==> src/design/twa_pkg.sv <==
// shared types, constants and sizes for the touch wheel angle block
package twa_pkg;

	localparam int SAMPLES_PER_ELECTRODE = 10;
	localparam int ELECTRODES = 3;
	localparam int SUM_W = $clog2(SAMPLES_PER_ELECTRODE * 255 + 1);
	localparam int WITHIN_W = (SAMPLES_PER_ELECTRODE > 1) ? $clog2(SAMPLES_PER_ELECTRODE) : 1;
	localparam int WHICH_W = $clog2(ELECTRODES);
	localparam int RECIP_SHIFT = 20;
	localparam int RECIP = ((1 << RECIP_SHIFT) + SAMPLES_PER_ELECTRODE - 1) / SAMPLES_PER_ELECTRODE;
	localparam int RECIP_W = RECIP_SHIFT + 1;

	localparam logic [8:0] SPAN_DEG = 9'd120;
	localparam logic [8:0] FULL_DEG = 9'd360;
	localparam logic [7:0] THRESHOLD_RESET = 8'd20;

	localparam int DVD_W = 15;
	localparam int CNT_W = $clog2(DVD_W);
	localparam int QUOT_W = 7;

	localparam int QDEPTH = 2;
	localparam int QPTR_W = $clog2(QDEPTH);
	localparam int QCNT_W = $clog2(QDEPTH + 1);

	typedef enum logic [1:0] {
		PAIR_12,
		PAIR_13,
		PAIR_23
	} pair_t;

	typedef struct packed {
		logic touched;
		pair_t pair;
		logic [7:0] num;
		logic [8:0] den;
	} cls_t;

	typedef enum logic [1:0] {
		B_IDLE,
		B_DIV,
		B_DONE
	} b_state_t;

endpackage

==> src/design/twa_front.sv <==
// front end: sample accumulation, group averages and pair classification
module twa_front (
	input  logic                clk,
	input  logic                arst_n,
	input  logic                s_tvalid,
	output logic                s_tready,
	input  logic [7:0]          s_tdata,
	input  logic [7:0]          threshold,
	input  logic                q_full,
	output logic                q_push,
	output twa_pkg::cls_t       q_data
);

	logic [twa_pkg::SUM_W-1:0] sum_q;
	logic [twa_pkg::WITHIN_W-1:0] within_q;
	logic [twa_pkg::WHICH_W-1:0] which_q;
	logic [7:0] avg_q [twa_pkg::ELECTRODES];
	logic pend_s1;

	logic accept;
	logic last_in;
	logic [twa_pkg::SUM_W-1:0] sum_nx;
	logic [twa_pkg::SUM_W+twa_pkg::RECIP_W-1:0] prod;
	logic [7:0] avg_new;
	logic [8:0] s12, s13, s23;
	logic below;

	assign s_tready = !(pend_s1 && q_full);
	assign accept = s_tvalid && s_tready;
	assign sum_nx = sum_q + twa_pkg::SUM_W'(s_tdata);
	assign last_in = within_q == twa_pkg::WITHIN_W'(twa_pkg::SAMPLES_PER_ELECTRODE - 1);
	assign prod = (twa_pkg::SUM_W+twa_pkg::RECIP_W)'(sum_nx)
		* (twa_pkg::SUM_W+twa_pkg::RECIP_W)'(twa_pkg::RECIP);
	assign avg_new = 8'(prod >> twa_pkg::RECIP_SHIFT);

	always_ff @(posedge clk or negedge arst_n) begin
		if (!arst_n) begin
			sum_q <= '0;
			within_q <= '0;
			which_q <= '0;
			pend_s1 <= 1'b0;
		end else begin
			if (q_push) begin
				pend_s1 <= 1'b0;
			end
			if (accept) begin
				if (last_in) begin
					sum_q <= '0;
					within_q <= '0;
					if (which_q == twa_pkg::WHICH_W'(twa_pkg::ELECTRODES - 1)) begin
						which_q <= '0;
						pend_s1 <= 1'b1;
					end else begin
						which_q <= which_q + 1'b1;
					end
				end else begin
					sum_q <= sum_nx;
					within_q <= within_q + 1'b1;
				end
			end
		end
	end

	always_ff @(posedge clk) begin
		if (accept && last_in) begin
			avg_q[which_q] <= avg_new;
		end
	end

	// pair sums and touch decision from the finished averages
	assign s12 = {1'b0, avg_q[0]} + {1'b0, avg_q[1]};
	assign s13 = {1'b0, avg_q[0]} + {1'b0, avg_q[2]};
	assign s23 = {1'b0, avg_q[1]} + {1'b0, avg_q[2]};
	assign below = (avg_q[0] < threshold) && (avg_q[1] < threshold) && (avg_q[2] < threshold);
	assign q_push = pend_s1 && !q_full;

	always_comb begin
		q_data.touched = !below;
		priority if (s12 > s23 && s12 > s13) begin
			q_data.pair = twa_pkg::PAIR_12;
			q_data.num = avg_q[1];
			q_data.den = s12;
		end else if (s13 > s12 && s13 > s23) begin
			q_data.pair = twa_pkg::PAIR_13;
			q_data.num = avg_q[2];
			q_data.den = s13;
		end else begin
			q_data.pair = twa_pkg::PAIR_23;
			q_data.num = avg_q[2];
			q_data.den = s23;
		end
	end

endmodule

==> src/design/twa_queue.sv <==
// short queue of classified frames between front and back end
module twa_queue (
	input  logic          clk,
	input  logic          arst_n,
	input  logic          push,
	input  twa_pkg::cls_t wr_data,
	input  logic          pop,
	output twa_pkg::cls_t rd_data,
	output logic          full,
	output logic          empty
);

	twa_pkg::cls_t mem_q [twa_pkg::QDEPTH];
	logic [twa_pkg::QPTR_W-1:0] wr_ptr_q;
	logic [twa_pkg::QPTR_W-1:0] rd_ptr_q;
	logic [twa_pkg::QCNT_W-1:0] cnt_q;

	assign full = cnt_q == twa_pkg::QCNT_W'(twa_pkg::QDEPTH);
	assign empty = cnt_q == '0;
	assign rd_data = mem_q[rd_ptr_q];

	always_ff @(posedge clk or negedge arst_n) begin
		if (!arst_n) begin
			wr_ptr_q <= '0;
			rd_ptr_q <= '0;
			cnt_q <= '0;
		end else begin
			if (push) begin
				wr_ptr_q <= wr_ptr_q + 1'b1;
			end
			if (pop) begin
				rd_ptr_q <= rd_ptr_q + 1'b1;
			end
			unique case ({push, pop})
				2'b10: cnt_q <= cnt_q + 1'b1;
				2'b01: cnt_q <= cnt_q - 1'b1;
				default: cnt_q <= cnt_q;
			endcase
		end
	end

	always_ff @(posedge clk) begin
		if (push) begin
			mem_q[wr_ptr_q] <= wr_data;
		end
	end

	a_no_overflow: assert property (@(posedge clk) disable iff (!arst_n) push |-> !full)
		else $error("queue push while full");
	a_no_underflow: assert property (@(posedge clk) disable iff (!arst_n) pop |-> !empty)
		else $error("queue pop while empty");

endmodule

==> src/design/twa_back.sv <==
// back end: serial proportion divider and angle result register
module twa_back (
	input  logic          clk,
	input  logic          arst_n,
	input  logic          q_empty,
	input  twa_pkg::cls_t q_data,
	output logic          q_pop,
	output logic          m_tvalid,
	input  logic          m_tready,
	output logic [15:0]   m_tdata,
	output logic          m_tuser
);

	twa_pkg::b_state_t state_q, state_nx;
	twa_pkg::pair_t pair_q;
	logic touched_q;
	logic [8:0] den_q;
	logic [8:0] rem_q;
	logic [twa_pkg::DVD_W-1:0] dvd_q;
	logic [twa_pkg::CNT_W-1:0] cnt_q;
	logic [8:0] angle_q;

	logic [9:0] trial;
	logic ge;
	logic [8:0] rem_nx;
	logic [twa_pkg::DVD_W-1:0] dvd_nx;
	logic [twa_pkg::DVD_W-1:0] dvd_load;
	logic start_div;

	function automatic logic [8:0] place(twa_pkg::pair_t p, logic [twa_pkg::QUOT_W-1:0] q);
		logic [8:0] qx;
		logic [8:0] r;
		qx = {2'b00, q};
		unique case (p)
			twa_pkg::PAIR_12: r = qx;
			twa_pkg::PAIR_13: r = twa_pkg::FULL_DEG - qx;
			twa_pkg::PAIR_23: r = twa_pkg::SPAN_DEG + qx;
			default: r = twa_pkg::SPAN_DEG + qx;
		endcase
		return r;
	endfunction

	// restoring division, one quotient bit per cycle
	assign trial = {rem_q, dvd_q[twa_pkg::DVD_W-1]};
	assign ge = trial >= {1'b0, den_q};
	assign rem_nx = ge ? 9'(trial - {1'b0, den_q}) : trial[8:0];
	assign dvd_nx = {dvd_q[twa_pkg::DVD_W-2:0], ge};

	// ceiling for the pair 1/3 case
	assign dvd_load = twa_pkg::DVD_W'(q_data.num) * twa_pkg::DVD_W'(twa_pkg::SPAN_DEG)
		+ ((q_data.pair == twa_pkg::PAIR_13) ? twa_pkg::DVD_W'(q_data.den - 9'd1) : '0);
	assign start_div = q_data.touched && (q_data.den != '0);

	always_comb begin
		state_nx = state_q;
		unique case (state_q)
			twa_pkg::B_IDLE: begin
				if (!q_empty) begin
					state_nx = start_div ? twa_pkg::B_DIV : twa_pkg::B_DONE;
				end
			end
			twa_pkg::B_DIV: begin
				if (cnt_q == '0) begin
					state_nx = twa_pkg::B_DONE;
				end
			end
			twa_pkg::B_DONE: begin
				if (m_tready) begin
					state_nx = twa_pkg::B_IDLE;
				end
			end
			default: state_nx = twa_pkg::B_IDLE;
		endcase
	end

	always_comb begin
		q_pop = (state_q == twa_pkg::B_IDLE) && !q_empty;
		m_tvalid = state_q == twa_pkg::B_DONE;
		m_tdata = {7'd0, angle_q};
		m_tuser = touched_q;
	end

	always_ff @(posedge clk or negedge arst_n) begin
		if (!arst_n) begin
			state_q <= twa_pkg::B_IDLE;
		end else begin
			state_q <= state_nx;
		end
	end

	always_ff @(posedge clk) begin
		unique case (state_q)
			twa_pkg::B_IDLE: begin
				if (!q_empty) begin
					pair_q <= q_data.pair;
					touched_q <= q_data.touched;
					den_q <= q_data.den;
					rem_q <= '0;
					dvd_q <= dvd_load;
					cnt_q <= twa_pkg::CNT_W'(twa_pkg::DVD_W - 1);
					angle_q <= q_data.touched ? place(q_data.pair, '0) : '0;
				end
			end
			twa_pkg::B_DIV: begin
				rem_q <= rem_nx;
				dvd_q <= dvd_nx;
				cnt_q <= cnt_q - 1'b1;
				if (cnt_q == '0) begin
					angle_q <= place(pair_q, dvd_nx[twa_pkg::QUOT_W-1:0]);
				end
			end
			default: begin
			end
		endcase
	end

	a_idle_zero: assert property (@(posedge clk) disable iff (!arst_n)
		(state_q == twa_pkg::B_DONE && !touched_q) |-> angle_q == '0)
		else $error("untouched result with nonzero angle");
	a_div_den: assert property (@(posedge clk) disable iff (!arst_n)
		(state_q == twa_pkg::B_DIV) |-> (den_q != '0 && touched_q))
		else $error("division started without a valid divisor");
	a_angle_range: assert property (@(posedge clk) disable iff (!arst_n)
		(state_q == twa_pkg::B_DONE) |-> angle_q <= twa_pkg::FULL_DEG)
		else $error("angle out of range");

endmodule

==> src/design/touch_wheel_angle.sv <==
// top level of the three-electrode touch wheel angle block
// usage:
//  s_* channel takes one 8-bit electrode sample per beat, samples in fixed order:
//  a group for electrode one, then electrode two, then electrode three
//  the front end takes one beat every cycle, except while the queue is full
//  and a finished frame waits, and averages each group as it ends; after the
//  last sample of electrode three the frame is classified and queued; the
//  back end divides one quotient bit per cycle, then holds the result on m_*
//  until taken; results come one per frame of samples
//  m_tdata carries the angle, m_tuser the touched flag
//  a stalled receiver holds the back end; the two-entry queue and the front
//  keep taking samples until the queue is full and a further frame is waiting
//  cfg_we writes the touch threshold, write only while the block is idle
//  reset clears counters, queue and back end state; threshold returns to 20
module touch_wheel_angle (
	input  logic        clk,
	input  logic        arst_n,
	input  logic        s_tvalid,
	output logic        s_tready,
	input  logic [7:0]  s_tdata,   // reading[7:0]
	output logic        m_tvalid,
	input  logic        m_tready,
	output logic [15:0] m_tdata,   // angle[8:0], zeros
	output logic        m_tuser,   // touched
	input  logic        cfg_we,
	input  logic [7:0]  cfg_wdata
);

	logic [7:0] threshold_q;
	logic q_push, q_pop, q_full, q_empty;
	twa_pkg::cls_t q_wr, q_rd;

	always_ff @(posedge clk or negedge arst_n) begin
		if (!arst_n) begin
			threshold_q <= twa_pkg::THRESHOLD_RESET;
		end else if (cfg_we) begin
			threshold_q <= cfg_wdata;
		end
	end

	twa_front u_front (
		.clk       (clk),
		.arst_n    (arst_n),
		.s_tvalid  (s_tvalid),
		.s_tready  (s_tready),
		.s_tdata   (s_tdata),
		.threshold (threshold_q),
		.q_full    (q_full),
		.q_push    (q_push),
		.q_data    (q_wr)
	);

	twa_queue u_queue (
		.clk     (clk),
		.arst_n  (arst_n),
		.push    (q_push),
		.wr_data (q_wr),
		.pop     (q_pop),
		.rd_data (q_rd),
		.full    (q_full),
		.empty   (q_empty)
	);

	twa_back u_back (
		.clk      (clk),
		.arst_n   (arst_n),
		.q_empty  (q_empty),
		.q_data   (q_rd),
		.q_pop    (q_pop),
		.m_tvalid (m_tvalid),
		.m_tready (m_tready),
		.m_tdata  (m_tdata),
		.m_tuser  (m_tuser)
	);

endmodule

==> config.mk <==
export PLATFORM = sky130hd
export DESIGN_NAME = touch_wheel_angle
export DESIGN_NICKNAME = d
export VERILOG_FILES = /design/src/design/twa_pkg.sv /design/src/design/twa_front.sv /design/src/design/twa_queue.sv /design/src/design/twa_back.sv /design/src/design/touch_wheel_angle.sv
export SDC_FILE = /design/constraint.sdc
export NUM_CORES = 1
export LEC_CHECK = 0
export ABC_AREA = 0
export ABC_CLOCK_PERIOD_IN_PS = 13800
export BUFFER_PORTS_ARGS = -buffer_cell sky130_fd_sc_hd__buf_4
export CORE_MARGIN = 2
export CORE_UTILIZATION = 50
export CTS_CLUSTER_DIAMETER = 40
export DETAILED_ROUTE_END_ITERATION = 6
export PLACE_DENSITY_LB_ADDON = 0.25
export SYNTH_ARGS = -nofsm -noshare
export SYNTH_HDL_FRONTEND = slang
export SYNTH_SLANG_ARGS = --single-unit
==> constraint.sdc <==
create_clock -name clk -period 13.8 [get_ports clk]
set_input_delay 2.76 -clock clk [delete_from_list [all_inputs] [get_ports clk]]
set_output_delay 2.76 -clock clk [all_outputs]
set_load 0.005 [all_outputs]
==> results.sh, run 1 <==
export IMPL_synth_ff_type="edfxtp_1"
export IMPL_cp_required_ns=13.93
export IMPL_cts_tree="built"
export IMPL_layout_drive_gt1_share_pct=8.27
export IMPL_slew_violations=0
export IMPL_core_area_mm2=0.0245
export IMPL_clkSinkCount=146
export IMPL_period_minus_slack_ns=9.02
export IMPL_cts_buffer_depth=2
export IMPL_first_global_vias=8705
export IMPL_grt_max_degree=37
export IMPL_status="completed"
export IMPL_rsz0062_at_grt="false"
export IMPL_cp_arrival_ns=9.14
export IMPL_period_share_pct=65.3
export IMPL_maxCapViolations=0
export IMPL_crit_path_end_kind="register"
export IMPL_hp_class="reg2reg"
export IMPL_synth_edf_count=113
export IMPL_cts_resized=0
export IMPL_setup_violations=0
export IMPL_wire_per_inst_um=15.7
export IMPL_die_w_um=162
export IMPL_cpPeakStageDelay_ns=0.65
export IMPL_drc=0
export IMPL_dr_pass1_iters=5
export IMPL_clk_pin_slew_ns=0.06
export IMPL_cts_htree_levels=4
export IMPL_critPathSlowestCell="a21boi_0"
export IMPL_fmax_ghz=0.111
export IMPL_synth_seq_cells=146
export IMPL_start_kind="input port"
export IMPL_clock_skew_final_ns=0.0220
export IMPL_slew_headroom_pct=36.3
export IMPL_antenna_left=0
export IMPL_io_buffers=32
export IMPL_finalHoldViolCount=0
export IMPL_postRouteWirelength_um=24600
export IMPL_worst_setup_path_type="in2reg"
export IMPL_tightest_slew_ns=0.956
export IMPL_synthCells=1195
export IMPL_gp_congestion=0.830
export IMPL_clk_insertion_delay_late_ns=0.44
export IMPL_synth_area_leader_cell="edfxtp_1"
export IMPL_track_usage_pct=19.9
export IMPL_ff2ff_setup_slack_ns=6.86
export IMPL_cp_max_fo=6
export IMPL_num_vias=8552
export IMPL_syn_cell_area_mm2=0.0125
export IMPL_die_area_mm2=0.0264
export IMPL_syn_to_final_growth_pct=9.21
export IMPL_placed_cell_area_mm2=0.0131
export IMPL_multiInputGateArea_mm2=0.00766
export IMPL_dp_cells=1537
export IMPL_num_antenna_cells=0
export IMPL_grt_pass1_wl_um=42000
export IMPL_num_fill_cells=2092
export IMPL_postCtsSetupBuffers=0
export IMPL_yosysSeqAreaShare_pct=33.7
export IMPL_antenna_found_initial=0
export IMPL_nets=1506
export IMPL_register_area_mm2=0.00422
export IMPL_synth_common_cells="192 x ha_1, 143 x inv_1, 113 x edfxtp_1"
export IMPL_yosys_cell_count_top_type="ha_1"
export IMPL_clock_root_buffer="clkbuf_16"
export IMPL_postLayoutCellArea_mm2=0.0137
export IMPL_ios=40
export IMPL_cts_hold_fix_buffers=0
export IMPL_cts_buffers=17
export IMPL_tns_ns=0
export IMPL_die_y_um=162
export IMPL_async_flop_share_pct=22.6
export IMPL_avgSynthCellArea_um2=10.5
export IMPL_synth_warning_count=0
export IMPL_globalRoute_totalOverflow=0
export IMPL_rows=57
export IMPL_fin_cells=1569
export IMPL_viasPerCell=5.45
export IMPL_yosys_top_cells_area="edfxtp_1 27%, ha_1 19%, fa_1 9.7%, dfrtp_1 6.2%, inv_1 4.3%"
export IMPL_yosysUniqueCellTypes=72
export IMPL_start_util_pct=51.2
export IMPL_drtIter0Drc=442
export IMPL_crit_top_cell="fa_1"
export IMPL_path_cells="buf_4, ha_1, inv_1, fa_1, nor2b_1, o31a_1, o31ai_2, a21boi_0, ha_1, fa_1, fa_1, inv_1, fa_1, fa_1, inv_1, ha_1, o2111ai_1, a22o_1, o32ai_1, a2bb2oi_1, mux2i_1, o2111ai_1"
export IMPL_synth_top_cell_area_share_pct=27.1
export IMPL_hpwl_um=19900
per-layer routing:
metal	track usage, %	vias up	wire (um)
met5	0	-	0
met4	4.79	0	334
met3	3.08	29	649
met2	33.8	120	11800
met1	27.1	4097	11800
li1	-	4306	-
cell usage in the layout, fill, tap and decap left out, types with 10 or more instances in the layout:
cell type	count
mux2_1	10
a211oi_1	11
a21oi_1	66
nor2b_1	16
o21ai_0	48
xnor2_1	54
mux2_2	12
nand3_1	18
ha_1	192
edfxtp_1	113
buf_4	39
and2_1	10
o21a_1	10
xor2_1	20
clkbuf_16	19
nand2_1	70
inv_1	143
a21o_1	36
nor2_1	77
nor3_1	15
fa_1	61
mux2i_1	10
dfrtp_1	31
nand2b_1	12
registers in the layout, indices dropped and copies added, names as in the netlist:
signal and cells:
threshold_q 8, u_back.angle_q 9, u_back.cnt_q 4, u_back.den_q 9, u_back.dvd_q 15, u_back.m_tuser 1
u_back.pair_q 2, u_back.rem_q 9, u_back.state_q 2, u_front.avg_q 24, u_front.pend_s1 1, u_front.sum_q 12
u_front.which_q 2, u_front.within_q 4, u_queue.cnt_q 2, u_queue.mem_q 40, u_queue.rd_ptr_q 1, u_queue.wr_ptr_q 1
critical path, delay by kind of cell:
kind	cells	cell delay, ns
buffers and inverters	4	0.27
and+or+nand+nor	1	0.07
adders and majority gates	8	3.17
AOI/OAI and AO/OA	8	2.64
muxes	1	0.23
worst paths after layout:
| check | from | end | cells after the start |
|---|---|---|---|
| setup reg to reg | u_front.sum_q[0]$_DFFE_PN0P_ | u_front.avg_q[1][6]$_DFFE_PP_ | 21 |
| hold reg to reg | u_front.sum_q[0]$_DFFE_PN0P_ | u_front.sum_q[0]$_DFFE_PN0P_ | 2 |
| setup / recovery | s_tdata[0] | u_front.avg_q[1][6]$_DFFE_PP_ | 22 |
| min in group asynchronous | arst_n | threshold_q[0]$_DFFE_PN0P_ | 1 |
| hold / removal | u_front.sum_q[0]$_DFFE_PN0P_ | u_front.sum_q[0]$_DFFE_PN0P_ | 2 |
| max in group asynchronous | arst_n | threshold_q[4]$_DFFE_PN1P_ | 1 |
layout make-up:
| type | instances | area share [%] |
|---|---|---|
| Clock buffer | 21 | 3.53 |
| Sequential cell | 146 | 30.8 |
| Clock inverter | 11 | 0.612 |
| Tap cell | 324 | 2.96 |
| Inverter | 145 | 3.98 |
| Multi-Input combinational cell | 883 | 55.9 |
| Timing Repair Buffer | 39 | 2.14 |
cell families (layout without fill, tap and decap cells):
family	Yosys count	after routing	share of synthesized area (%)
adder cells (fa/ha/maj)	253	253	28.9
multiplexers	36	36	3.24
AND/OR/NAND/NOR	259	259	10.0
XOR/XNOR	74	74	5.17
buffers and inverters	172	216	5.56
AO/OA/AOI/OAI	254	254	13.4
other	1	7	0.0299
flip-flops	146	146	33.7
metrics by stage:
step	hold WS [ns]	worst slack, ns	utilization [%]
6_report	0.479	4.78	56.0
5_1_grt	0.539	4.32	56.0
4_1_cts	0.482	4.78	56.0
3_5_place_dp	0.471	4.34	53.6
3_3_place_gp	0.459	4.46	53.6
2_1_floorplan	0.443	5.13	-
Power of run 1 is left out: the tool's default activity adds up to more than one toggle a clock period on the data nets, which glitch-free logic cannot reach.
==> run 2: changes to the inputs <==
ABC_CLOCK_PERIOD_IN_PS = 8600   (was 13800)
clock period = 8.6 ns   (was 13.8 ns; I/O delays follow)
==> results.sh, run 2 (synthesis gave the netlist of run 1 again) <==
export IMPL_status="completed"
export IMPL_rows=57
export IMPL_num_fill_cells=2112
export IMPL_rsz0062_at_grt="false"
export IMPL_core_area_mm2=0.0245
export IMPL_critPathSlowestCell="fa_1"
export IMPL_grt_max_degree=37
export IMPL_crit_path_end_kind="register"
export IMPL_start_util_pct=51.2
export IMPL_start_kind="input port"
export IMPL_num_antenna_cells=0
export IMPL_period_share_pct=91.0
export IMPL_syn_to_final_growth_pct=9.47
export IMPL_postCtsSetupBuffers=0
export IMPL_die_w_um=162
export IMPL_setup_violations=0
export IMPL_num_vias=8650
export IMPL_cts_buffers=17
export IMPL_fmax_ghz=0.128
export IMPL_grt_pass1_wl_um=42000
export IMPL_tns_ns=0
export IMPL_globalRoute_totalOverflow=0
export IMPL_first_global_vias=8757
export IMPL_clk_insertion_delay_late_ns=0.43
export IMPL_gp_congestion=0.854
export IMPL_viasPerCell=5.50
export IMPL_hpwl_um=20000
export IMPL_clkSinkCount=146
export IMPL_wire_per_inst_um=15.9
export IMPL_cts_resized=0
export IMPL_track_usage_pct=20.0
export IMPL_cp_arrival_ns=7.97
export IMPL_die_y_um=162
export IMPL_slew_violations=0
export IMPL_cts_htree_levels=4
export IMPL_cts_hold_fix_buffers=0
export IMPL_worst_setup_path_type="in2reg"
export IMPL_cpPeakStageDelay_ns=0.54
export IMPL_dr_pass1_iters=5
export IMPL_cp_max_fo=5
export IMPL_postLayoutCellArea_mm2=0.0137
export IMPL_drc=0
export IMPL_clk_pin_slew_ns=0.06
export IMPL_io_buffers=32
export IMPL_antenna_found_initial=0
export IMPL_die_area_mm2=0.0264
export IMPL_path_buf_inv=5
export IMPL_tightest_slew_ns=0.922
export IMPL_period_minus_slack_ns=7.83
export IMPL_hp_class="reg2reg"
export IMPL_finalHoldViolCount=0
export IMPL_maxCapViolations=0
export IMPL_layout_commonest_cell="ha_1"
export IMPL_antenna_left=0
export IMPL_cts_buffer_depth=2
export IMPL_layout_common_cells="192 x ha_1, 143 x inv_1, 113 x edfxtp_1"
export IMPL_largest_reg_flops=40
export IMPL_clock_root_buffer="clkbuf_16"
export IMPL_drtIter0Drc=397
export IMPL_critPathTopFamily="adder cells"
export IMPL_placed_cell_area_mm2=0.0132
export IMPL_clock_skew_final_ns=0.0145
export IMPL_pre_cts_ws_ns=0.367
export IMPL_layout_setup_ws_ns=0.773
export IMPL_path_cells="buf_4, ha_1, inv_1, fa_1, nor2b_1, o31a_1, o31ai_2, a21oi_1, xnor2_1, inv_2, xnor2_1, fa_1, fa_1, inv_1, fa_1, fa_1, inv_1, ha_1, o2111ai_1, a22o_1, o32ai_1, a2bb2oi_1, mux2i_1, o2111ai_1"
export IMPL_layout_drive_gt1_share_pct=8.64
export IMPL_ios=40
export IMPL_cts_tree="built"
export IMPL_cp_required_ns=8.74
export IMPL_regMostFlops="u_queue.mem_q"
export IMPL_crit_top_cell="fa_1"
export IMPL_nets=1511
export IMPL_postRouteWirelength_um=25000
export IMPL_slew_headroom_pct=38.5
export IMPL_top_regs="u_queue.mem_q (40), u_front.avg_q (24), u_back.dvd_q (15)"
-- run 2: final timing paths --
kind	slack (ns)	startpoint	to	cells after the start
setup / recovery	0.77	s_tdata[0]	u_front.avg_q[0][6]$_DFFE_PP_	24
hold / removal	0.47	u_front.sum_q[0]$_DFFE_PN0P_	u_front.sum_q[0]$_DFFE_PN0P_	2
setup reg to reg	1.81	u_front.sum_q[0]$_DFFE_PN0P_	u_front.avg_q[0][6]$_DFFE_PP_	23
hold reg to reg	0.47	u_front.sum_q[0]$_DFFE_PN0P_	u_front.sum_q[0]$_DFFE_PN0P_	2
max in group asynchronous	7.00	arst_n	threshold_q[2]$_DFFE_PN1P_	1
min in group asynchronous	1.25	arst_n	threshold_q[7]$_DFFE_PN0P_	1
-- run 2: metal layers --
metal | GRT usage [%] | up-vias | share of wire (%)
li1 | - | 4330 | -
met1 | 27.0 | 4148 | 48
met2 | 33.5 | 138 | 47
met3 | 3.62 | 34 | 3.0
met4 | 5.59 | 0 | 2.0
met5 | 0 | - | 0
-- run 2: cell type report --
type,count,area [um^2],area share [%]
Clock buffer,20,479,3.49
Clock inverter,12,87.6,0.638
Inverter,145,544,3.97
Multi-Input combinational cell,883,7650,55.8
Sequential cell,146,4220,30.8
Tap cell,324,405,2.95
Timing Repair Buffer,44,330,2.41
-- run 2: tightest hold or removal path: cells and delay by family (launching register included) --
kind             cells  cell delay (ns)
DFF                  1             0.34
and+or+nand+nor      2             0.10
-- run 2: metrics by stage --
step	hold slack (ns)	std cells	utilization, %
after floorplan	0.443	1201	-
after global placement	0.460	1542	53.8
after detailed placement	0.463	1542	53.8
after CTS	0.476	1574	56.1
after global routing	0.488	1574	56.1
final	0.470	1574	56.1
Power of run 2 is left out for the same reason.
==> run 3: changes to the inputs <==
CORE_UTILIZATION = 58   (was 50)
==> results.sh, run 3 (synthesis gave the netlist of run 1 again) <==
export IMPL_critPathTopFamily="adder cells"
export IMPL_clk_insertion_delay_late_ns=0.43
export IMPL_min_path_cells=2
export IMPL_status="completed"
export IMPL_clock_skew_final_ns=0.0129
export IMPL_cpPeakStageDelay_ns=0.54
export IMPL_r2r_end="u_front.avg_q[2][6]$_DFFE_PP_"
export IMPL_clock_root_buffer="clkbuf_16"
export IMPL_crit_top_cell="fa_1"
export IMPL_regMostFlops="u_queue.mem_q"
export IMPL_largest_reg_flops=40
export IMPL_maxCapViolations=0
export IMPL_nets=1511
export IMPL_clkSinkCount=146
export IMPL_io_buffers=32
export IMPL_layout_common_cells="192 x ha_1, 143 x inv_1, 113 x edfxtp_1"
export IMPL_whs_endpoint="u_front.sum_q[0]$_DFFE_PN0P_"
export IMPL_drc=0
export IMPL_ios=40
export IMPL_cp_arrival_ns=8.04
export IMPL_die_w_um=151
export IMPL_crit_path_end_kind="register"
export IMPL_clk_pin_slew_ns=0.07
export IMPL_grt_pass1_wl_um=41600
export IMPL_hp_class="reg2reg"
export IMPL_path_buf_inv=5
export IMPL_start_util_pct=59.4
export IMPL_cts_buffers=17
export IMPL_rsz0062_at_grt="false"
export IMPL_cts_hold_fix_buffers=0
export IMPL_start_kind="input port"
export IMPL_layout_commonest_cell="ha_1"
export IMPL_postCtsSetupBuffers=0
export IMPL_period_share_pct=91.8
export IMPL_cp_max_fo=5
export IMPL_ff2ff_setup_slack_ns=1.73
export IMPL_cp_required_ns=8.74
export IMPL_die_y_um=151
export IMPL_wire_per_inst_um=16.1
export IMPL_slew_headroom_pct=39.0
export IMPL_fmax_ghz=0.127
export IMPL_period_minus_slack_ns=7.90
export IMPL_cts_tree="built"
export IMPL_core_area_mm2=0.0211
export IMPL_postLayoutCellArea_mm2=0.0137
export IMPL_dr_pass1_iters=5
export IMPL_placed_cell_area_mm2=0.0131
export IMPL_syn_to_final_growth_pct=9.03
export IMPL_cts_resized=0
export IMPL_grt_max_degree=37
export IMPL_top_regs="u_queue.mem_q (40), u_front.avg_q (24), u_back.dvd_q (15)"
export IMPL_rows=53
export IMPL_finalHoldViolCount=0
export IMPL_cts_htree_levels=4
export IMPL_die_area_mm2=0.0228
export IMPL_num_vias=8654
export IMPL_worst_setup_path_type="in2reg"
export IMPL_first_global_vias=8683
export IMPL_gp_congestion=0.954
export IMPL_globalRoute_totalOverflow=0
export IMPL_hpwl_um=19800
export IMPL_tns_ns=0
export IMPL_drtIter0Drc=354
export IMPL_num_fill_cells=1671
export IMPL_critPathSlowestCell="fa_1"
export IMPL_antenna_left=0
export IMPL_cts_buffer_depth=2
export IMPL_antenna_found_initial=0
export IMPL_postRouteWirelength_um=24600
export IMPL_viasPerCell=5.67
export IMPL_setup_violations=0
export IMPL_slew_violations=0
export IMPL_r2r_cells=23
export IMPL_track_usage_pct=23.3
export IMPL_layout_drive_gt1_share_pct=8.64
export IMPL_reg2reg_from="u_front.sum_q[0]$_DFFE_PN0P_"
export IMPL_tightest_slew_ns=0.916
export IMPL_path_cells="buf_4, ha_1, inv_1, fa_1, nor2b_1, o31a_1, o31ai_2, a21oi_1, xnor2_1, inv_2, xnor2_1, fa_1, fa_1, inv_1, fa_1, fa_1, inv_1, ha_1, o2111ai_1, a22o_1, o32ai_1, a2bb2oi_1, mux2i_1, o2111ai_1"
export IMPL_worstHoldStart="u_front.sum_q[0]$_DFFE_PN0P_"
export IMPL_num_antenna_cells=0
## run 3: cell count changes in the layout (fill, tap and decap cells not counted), sizes merged
cell	delta
clkinv	-2
bufinv	+1
clkbuf	-3
clkinvlp	+4
## run 3: final cells by class
class | count | area, um^2 | area share [%]
Multi-Input combinational cell | 883 | 7650 | 56.0
Sequential cell | 146 | 4220 | 30.9
Inverter | 145 | 544 | 3.98
Clock buffer | 17 | 425 | 3.11
Tap cell | 275 | 344 | 2.52
Timing Repair Buffer | 44 | 330 | 2.42
Clock inverter | 15 | 148 | 1.08
## run 3: worst max path at each step
stage / end / from / cells after the start / slack [ns]
floorplan: u_front.avg_q[0][6]$_DFFE_PP_ / s_tdata[0] / 21 / 0.97
global placement: u_front.avg_q[1][6]$_DFFE_PP_ / s_tdata[0] / 24 / 0.49
detailed placement: u_front.avg_q[1][6]$_DFFE_PP_ / s_tdata[0] / 24 / 0.36
CTS: u_front.avg_q[2][6]$_DFFE_PP_ / s_tdata[0] / 24 / 0.79
global route: u_front.avg_q[2][6]$_DFFE_PP_ / s_tdata[0] / 24 / 0.33
finish: u_front.avg_q[2][6]$_DFFE_PP_ / s_tdata[0] / 24 / 0.70
## run 3: per-stage QoR
| stage | setup WS (ns) | cells | hold WS, ns | utilization, % |
|---|---|---|---|---|
| 2_1_floorplan | 0.972 | 1201 | 0.443 | - |
| 3_3_place_gp | 0.494 | 1493 | 0.461 | 62.1 |
| 3_5_place_dp | 0.364 | 1493 | 0.466 | 62.1 |
| 4_1_cts | 0.794 | 1525 | 0.480 | 64.8 |
| 5_1_grt | 0.331 | 1525 | 0.514 | 64.8 |
| 6_report | 0.702 | 1525 | 0.474 | 64.8 |
## run 3: tightest hold or removal path: cells and delay by family (launching register included)
kind	cells	cell delay, ns
and+or+nand+nor	2	0.10
DFF	1	0.35
## run 3: routing by layer
| layer | share of wire (%) | GRT usage (%) | wire length [um] |
|---|---|---|---|
| met1 | 46 | 30.7 | 11400 |
| met3 | 2.8 | 3.61 | 682 |
| met4 | 1.4 | 5.98 | 352 |
| met5 | 0 | 0 | 0 |
| met2 | 49 | 40.3 | 12100 |
Power of run 3 is left out for the same reason.
